`config.mk`:
```
export PLATFORM = sky130hd
export DESIGN_NAME = ffba_ctrl
export DESIGN_NICKNAME = d
export VERILOG_FILES = /design/src/sv/ffba_pkg.sv /design/src/sv/ffba_ctrl.sv
export SDC_FILE = /design/constraint.sdc
export NUM_CORES = 1
export LEC_CHECK = 0
export BUFFER_PORTS_ARGS = -buffer_cell sky130_fd_sc_hd__buf_2
export CORE_MARGIN = 2
export CORE_UTILIZATION = 43
export CTS_BUF_LIST = sky130_fd_sc_hd__clkbuf_16
export CTS_CLUSTER_DIAMETER = 200
export DETAILED_ROUTE_END_ITERATION = 8
export PLACE_DENSITY = 0.74
export SLEW_MARGIN = 20
export SYNTH_ARGS = -nofsm -noshare
export SYNTH_HDL_FRONTEND = slang
export SYNTH_SLANG_ARGS = --single-unit
```
`constraint.sdc`:
```
create_clock -name clk -period 1.8 [get_ports clk]
set_clock_uncertainty 0.2 [all_clocks]
set_input_delay 0.09 -clock clk [delete_from_list [all_inputs] [get_ports clk]]
set_output_delay 0.09 -clock clk [all_outputs]
set_load 0.1 [all_outputs]
```
`src/sv/ffba_pkg.sv`:
```
// Shared types and constants for the first-fit block allocator.
// Used by ffba_ctrl, ffba_dp and first_fit_block_allocator; depends on nothing.
`default_nettype none

package ffba_pkg;

  localparam int OP_W           = 2;
  localparam int REQ_W          = 20;
  localparam int ADDR_W         = 20;
  localparam int ST_W           = 2;
  localparam int INIT_SIZE_W    = 17;
  localparam int HEAP_LIMIT_W   = 21;
  localparam int CFG_DATA_W     = 21;
  localparam int CFG_INDEX_W    = 1;

  localparam logic [INIT_SIZE_W-1:0]  INIT_SIZE_RESET  = 17'd4096;
  localparam logic [HEAP_LIMIT_W-1:0] HEAP_LIMIT_RESET = 21'd1048576;

  // configuration register indexes
  localparam logic [CFG_INDEX_W-1:0] CFG_INITIAL_SIZE = 1'd0;
  localparam logic [CFG_INDEX_W-1:0] CFG_HEAP_LIMIT   = 1'd1;

  typedef enum logic [OP_W-1:0] {
    OP_ALLOC  = 2'd0,
    OP_FREE   = 2'd1,
    OP_RESIZE = 2'd2,
    OP_NONE   = 2'd3
  } opcode_t;

  typedef enum logic [ST_W-1:0] {
    ST_OK        = 2'd0,
    ST_OOM       = 2'd1,
    ST_NOT_FOUND = 2'd2,
    ST_FULL      = 2'd3
  } status_t;

  typedef enum logic [3:0] {
    DP_IDLE,
    DP_LOAD,
    DP_LSCAN_INIT,
    DP_LSCAN,
    DP_ALLOC_START,
    DP_FSCAN,
    DP_TAKE,
    DP_SHIFT,
    DP_EXTEND,
    DP_PUSH
  } dp_op_t;

  typedef enum logic [3:0] {
    S_IDLE,
    S_DECODE,
    S_LSCAN,
    S_LHIT,
    S_ALLOC,
    S_FSCAN,
    S_TAKE,
    S_SHIFT,
    S_EXTEND,
    S_FINISH
  } state_t;

  typedef struct packed {
    dp_op_t  op;
    logic    set_res;
    logic    res_keep;
    status_t res_st;
    logic    out_load;
  } dp_cmd_t;

  typedef struct packed {
    opcode_t opcode;
    logic    addr_zero;
    logic    live_found;
    logic    live_end;
    logic    grow;
    logic    free_full;
    logic    slot_done;
    logic    live_full;
    logic    free_found;
    logic    free_end;
    logic    split;
    logic    shift_done;
  } dp_status_t;

endpackage

`default_nettype wire

```
`src/sv/ffba_ctrl.sv`:
```
// Controller of the allocator: request sequencing state machine and output valid.
// Issues commands to ffba_dp; uses ffba_pkg.
`default_nettype none

module ffba_ctrl (
  input  wire logic                 clk,
  input  wire logic                 rst,
  input  wire logic                 in_valid,
  output logic                      in_stall,
  output logic                      out_valid,
  input  wire logic                 out_stall,
  input  wire ffba_pkg::dp_status_t st,
  output ffba_pkg::dp_cmd_t         cmd
);

  ffba_pkg::state_t state, state_next;
  logic             out_valid_next;

  always_ff @(posedge clk) begin
    if (rst) begin
      state     <= ffba_pkg::S_IDLE;
      out_valid <= 1'b0;
    end else begin
      state     <= state_next;
      out_valid <= out_valid_next;
    end
  end

  always_comb begin
    state_next   = state;
    cmd.op       = ffba_pkg::DP_IDLE;
    cmd.set_res  = 1'b0;
    cmd.res_keep = 1'b0;
    cmd.res_st   = ffba_pkg::ST_OK;
    cmd.out_load = 1'b0;
    in_stall     = (state != ffba_pkg::S_IDLE);
    case (state)
      ffba_pkg::S_IDLE: begin
        if (in_valid) begin
          cmd.op     = ffba_pkg::DP_LOAD;
          state_next = ffba_pkg::S_DECODE;
        end
      end
      ffba_pkg::S_DECODE: begin
        case (st.opcode)
          ffba_pkg::OP_ALLOC: begin
            state_next = ffba_pkg::S_ALLOC;
          end
          ffba_pkg::OP_FREE: begin
            if (st.addr_zero) begin
              cmd.set_res = 1'b1;
              state_next  = ffba_pkg::S_FINISH;
            end else begin
              cmd.op     = ffba_pkg::DP_LSCAN_INIT;
              state_next = ffba_pkg::S_LSCAN;
            end
          end
          ffba_pkg::OP_RESIZE: begin
            if (st.addr_zero) begin
              state_next = ffba_pkg::S_ALLOC;
            end else begin
              cmd.op     = ffba_pkg::DP_LSCAN_INIT;
              state_next = ffba_pkg::S_LSCAN;
            end
          end
          default: begin
            cmd.set_res = 1'b1;
            state_next  = ffba_pkg::S_FINISH;
          end
        endcase
      end
      ffba_pkg::S_LSCAN: begin
        cmd.op = ffba_pkg::DP_LSCAN;
        if (st.live_found) begin
          state_next = ffba_pkg::S_LHIT;
        end else if (st.live_end) begin
          cmd.set_res = 1'b1;
          cmd.res_st  = ffba_pkg::ST_NOT_FOUND;
          state_next  = ffba_pkg::S_FINISH;
        end
      end
      ffba_pkg::S_LHIT: begin
        if (st.opcode == ffba_pkg::OP_FREE) begin
          cmd.set_res = 1'b1;
          if (st.free_full) begin
            cmd.res_st = ffba_pkg::ST_FULL;
          end else begin
            cmd.op = ffba_pkg::DP_PUSH;
          end
          state_next = ffba_pkg::S_FINISH;
        end else if (st.grow) begin
          state_next = ffba_pkg::S_ALLOC;
        end else begin
          cmd.set_res  = 1'b1;
          cmd.res_keep = 1'b1;
          state_next   = ffba_pkg::S_FINISH;
        end
      end
      ffba_pkg::S_ALLOC: begin
        cmd.op     = ffba_pkg::DP_ALLOC_START;
        state_next = ffba_pkg::S_FSCAN;
      end
      ffba_pkg::S_FSCAN: begin
        cmd.op = ffba_pkg::DP_FSCAN;
        if (st.slot_done && (st.free_found || st.free_end)) begin
          if (st.live_full) begin
            cmd.set_res = 1'b1;
            cmd.res_st  = ffba_pkg::ST_FULL;
            state_next  = ffba_pkg::S_FINISH;
          end else if (st.free_found) begin
            state_next = ffba_pkg::S_TAKE;
          end else begin
            state_next = ffba_pkg::S_EXTEND;
          end
        end
      end
      ffba_pkg::S_TAKE: begin
        cmd.op     = ffba_pkg::DP_TAKE;
        state_next = st.split ? ffba_pkg::S_FINISH : ffba_pkg::S_SHIFT;
      end
      ffba_pkg::S_SHIFT: begin
        cmd.op = ffba_pkg::DP_SHIFT;
        if (st.shift_done) begin
          state_next = ffba_pkg::S_FINISH;
        end
      end
      ffba_pkg::S_EXTEND: begin
        cmd.op     = ffba_pkg::DP_EXTEND;
        state_next = ffba_pkg::S_FINISH;
      end
      ffba_pkg::S_FINISH: begin
        // hold until the output register is free or being drained
        if (!out_valid || !out_stall) begin
          cmd.out_load = 1'b1;
          state_next   = ffba_pkg::S_IDLE;
        end
      end
      default: begin
        state_next = ffba_pkg::S_IDLE;
      end
    endcase
    out_valid_next = cmd.out_load || (out_valid && out_stall);
  end

`ifndef SYNTHESIS
  a_no_overwrite: assert property (@(posedge clk) disable iff (rst)
    cmd.out_load |-> (!out_valid || !out_stall))
    else $error("result overwritten while stalled");

  a_load_shows: assert property (@(posedge clk) disable iff (rst)
    cmd.out_load |=> out_valid)
    else $error("loaded result not presented");

  a_accept_only_idle: assert property (@(posedge clk) disable iff (rst)
    (cmd.op == ffba_pkg::DP_LOAD) |=> state == ffba_pkg::S_DECODE)
    else $error("request load outside idle");
`endif

endmodule

`default_nettype wire

```
**Yosys cells after proc, flatten, opt, wreduce, memory -nomap -nowiden**

Index checks and enable logic that the tools add are counted.

- Register bits: 5
- Output and inout port bits: 11

- Eq/ne operators: 16
- Reductions and logical operators: 13
- Multiplexer cells: 41

Operator list:

| kind | number |
|---|---|
| 4-bit two-way mux | 14 |
| 4-bit one-hot mux with 10 select lines | 1 |
| 4-bit one-hot mux with 9 select lines | 1 |
| 2-bit two-way mux | 9 |
| 4-bit by 3-bit equality test with 1-bit output (second input constant) | 4 |
| 4-bit one-hot mux with 3 select lines | 1 |
| 1-bit two-way mux | 11 |
| 4-bit by 2-bit equality test with 1-bit output (second input constant) | 2 |
| 4-bit equality test (second input constant) | 2 |
| 2-bit inequality test (second input constant) | 4 |
| 2-bit one-hot mux with 3 select lines | 1 |
| 5-bit AND reduction | 1 |
| 4-bit by 1-bit equality test with 1-bit output (second input constant) | 1 |
| 4-bit logical NOT | 1 |
| 1-bit one-hot mux with 4 select lines | 1 |
| 4-bit nonzero test | 1 |
| 2-bit OR reduction | 2 |
| 1-bit logical OR | 3 |
| 3-bit two-way mux | 1 |
| 3-bit inequality test (second input constant) | 1 |
| 2-bit by 1-bit equality test with 1-bit output (second input constant) | 1 |
| 2-bit equality test (second input constant) | 1 |
| 1-bit logical AND | 2 |
| 1-bit logical NOT | 2 |
| 2 further kinds | 2 |

**Logic depth before layout (Yosys ltp)**

- Depth after elaboration: 5
- Gate-level depth with buffers: 6

**Worst setup path before layout**

No wires, ideal clock.

- Path kind: register to output
- Start: register state[1]
- End: output cmd[4] (netlist bit)
- Arrival time: 3,923 ps
- Stages on the path, launching flop included: 5
- Buffers on the path: 2
- Setup slack: -2,413 ps
- Required time: 1,510 ps
- Cell sequence: dfxtp_1 buf_2 clkbuf_1 and3b_1 o41ai_1

RTL lines:

| item | RTL line | source |
|---|---|---|
| start, declared | ffba_ctrl.sv:16 | `ffba_pkg::state_t state, state_next;` |
| start signal, assigned | ffba_ctrl.sv:21 | `state <= ffba_pkg::S_IDLE;` |
| start signal, assigned | ffba_ctrl.sv:24 | `state <= state_next;` |
| end, declared | ffba_ctrl.sv:13 | `output ffba_pkg::dp_cmd_t cmd` |

==> results.py <==
metrics = {
    "outcome": {
        "outcome": "complete, but fails checks",
        "failed_checks": "negative setup slack",
    },
    "place": {
        "place_area_um2": 1207,
        "dp_hpwl_um": 1896,
        "io_buffers": 27,
        "gp_congestion": 0.9429,
    },
    "floorplan": {
        "rows": 14,
        "dieArea_um2": 2048,
        "start_util_pct": 46.95,
        "die_x_um": 45.26,
        "dieHeight_um": 45.26,
        "boundaryPins": 28,
        "core_um2": 1559,
    },
    "synth": {
        "syn_nets": 123,
        "syn_area_per_cell_um2": 7.247,
        "synth-async-reset-ratio_pct": 0,
        "synth.area.top_cells": "dfxtp_1 14%, ha_1 8.5%, a21oi_1 6.8%, nor2_1 6.2%, nor3b_1 4.1%",
        "syn_inst": 101,
        "synth_top_cell_by_area": "dfxtp_1",
        "synth_top_flop_cell": "dfxtp_1",
        "synthesis.area_um2": 732.0,
        "synth_top_area_share_pct": 13.68,
        "ys_seq_area_share_pct": 13.68,
        "synth_edf_count": 0,
        "yosysWarnings": 0,
        "synth_seq_cells": 5,
        "synthDistinctLibCells": 40,
    },
    "layout": {
        "final_cell_mix": "17 x buf_2, 14 x buf_4, 10 x buf_12",
        "area_growth_pct": 105.0,
        "fin_area_um2": 1500,
        "seq_area_um2": 116.4,
        "final_common_cell": "buf_2",
        "diodes": 0,
        "nNetsFinal": 169,
        "fillers": 33,
        "drive_above_1_share_pct": 58.90,
        "multi_input_area_um2": 794.5,
    },
    "global_routing": {
        "grt_overflow_total": 0,
        "grt_usage_pct": 37.91,
        "grt_pass1_wl_um": 5409,
        "grt_antenna_before_repair": 0,
        "grt_max_degree": 11,
        "grt_pass1_vias": 1077,
    },
    "clock_tree": {
        "cts_root_buf": "clkbuf_16",
        "clock_latency_ns": 0.24,
        "cts_tree": "built",
        "cts_max_path_buffers": 2,
        "cts_sinks": 5,
        "numCtsBuffers": 3,
        "cts_htree_levels": 1,
        "path_clk_slew_ns": 0.03,
    },
    "routing": {
        "totalWireLength_um": 4257,
        "ant_nets": 0,
        "vias_per_cell": 7.407,
        "dr.pass1.iters": 5,
        "drc": 0,
        "first_iter_violations": 103,
        "avgRoutedWirePerCell_um": 26.28,
        "dr_total_vias": 1200,
    },
    "sta": {
        "max_freq_ghz": 0.5091,
        "finalHoldViolCount": 0,
        "grt_setup_unrepaired": "yes",
        "final-setup-viol-count": 10,
        "slew_viol_final": 0,
        "tightestPinTransition_ns": 0.5823,
        "slew_headroom_pct": 60.63,
        "setup_slack_ns": -0.1643,
        "layout_min_cycle_time_ns": 1.964,
        "fin_crit_sh_pct": 109.1,
    },
    "setup_path": {
        "path_class": "flop to output pin",
        "crit_chain": "buf_4, or4bb_4, a21oi_4, buf_12",
        "slowest_stage": "or4bb_4",
        "arrival_ns": 1.67,
        "critPathRequiredTime_ns": 1.51,
        "slowest_delay_ns": 0.59,
        "path_max_fanout": 5,
        "critPathLaunchType": "flop",
        "end_kind": "output pin",
    },
    "power": {
        "ir_drop_uv": 1404,
        "p_per_area_nw_per_um2": 1326,
        "p_total_mw": 1.989,
        "p_leak_nw": 0.6313,
    },
    "run": {
        "cap_violations": 0,
    },
    "hold_path": {
        "hold_class": "input port to flop",
    },
}
## worst paths after layout
path                         startpoint                     to  slack, ns  cells past startpoint
setup / recovery  state[0]$_SDFFE_PP0P_                 cmd[0]      -0.16                      4
hold / removal                out_stall   out_valid$_SDFF_PP0_       0.07                      3
setup reg to reg  state[2]$_SDFFE_PP0P_  state[1]$_SDFFE_PP0P_      -0.14                      5
hold reg to reg    out_valid$_SDFF_PP0_   out_valid$_SDFF_PP0_       0.41                      2
## registers in the layout, indices dropped and copies added, names as in the netlist
| signal | count |
|---|---|
| out_valid | 1 |
| state | 4 |
## per-stage QoR
| stage | setup slack, ns | hold WS, ns | util, % | std cells | setup TNS [ns] |
|---|---|---|---|---|---|
| floorplan | -0.2969 | -0.04835 | - | 101 | -0.9566 |
| global placement | 0.01214 | 0.07445 | 77.45 | 151 | 0 |
| detailed placement | -0.04132 | 0.07740 | 77.45 | 151 | -0.06089 |
| CTS | -0.1279 | 0.02714 | 89.89 | 159 | -0.5257 |
| global route | -0.2422 | 0.08484 | 96.23 | 162 | -1.494 |
| finish | -0.1643 | 0.07123 | 96.23 | 162 | -1.120 |
## critical path, delay by kind of cell, from the launching register on
family / cells / cell delay [ns]
compound gates: 1 / 0.18
flops: 1 / 0.36
simple gates: 1 / 0.59
buf+inv: 2 / 0.31
## cells in the mapped netlist (2+ instances only)
cell,number
nor2_1,12
buf_2,2
nor4b_1,3
nand4_1,2
nand3b_1,2
o41ai_1,3
a31oi_1,2
nor2b_1,3
nor4bb_1,2
nand2b_1,4
dfxtp_1,5
a21oi_1,10
inv_1,7
clkbuf_1,3
nor3_1,4
ha_1,5
nand2_1,6
nor3b_1,4
## report_power, final
group / total [mW] / internal, mW / switching (mW)
logic: 1.42 / 0.576 / 0.846
clock network: 0.378 / 0.289 / 0.0888
registers: 0.188 / 0.144 / 0.0442
## per-layer routing
layer / share of wire [%] / GRT usage [%] / vias up
met5: 0 / 0 / -
met4: 8.5 / 21.18 / 0
met3: 13 / 6.800 / 45
met2: 47 / 64.86 / 141
met1: 32 / 44.04 / 544
li1: - / - / 470
## what timing repair did
action,in CTS,in global routing
pin swaps,4,10
hold endpoints to repair,4,0
gates resized for setup,20,15
setup buffers,3,3
hold buffers,1,0
setup endpoints to repair,10,12
## area by class of cell
cell class | count | area share [%]
timing repair buffer | 47 | 30.94
inverter | 7 | 1.751
sequential | 5 | 7.756
clock buffer | 3 | 5.004
tap | 16 | 1.334
clock inverter | 1 | 0.2502
multi-input combinational | 83 | 52.96
## cell families (layout without fill, tap and decap cells)
group / after synthesis / after routing / synth area share, %
AO/OA/AOI/OAI: 27 / 27 / 25.47
adder cells (fa/ha/maj): 5 / 5 / 8.547
buffers and inverters: 13 / 58 / 8.035
flip-flops: 5 / 5 / 13.68
multiplexers: 1 / 1 / 1.368
AND/OR/NAND/NOR: 50 / 50 / 42.91
(Power assumes the default switching activity.)
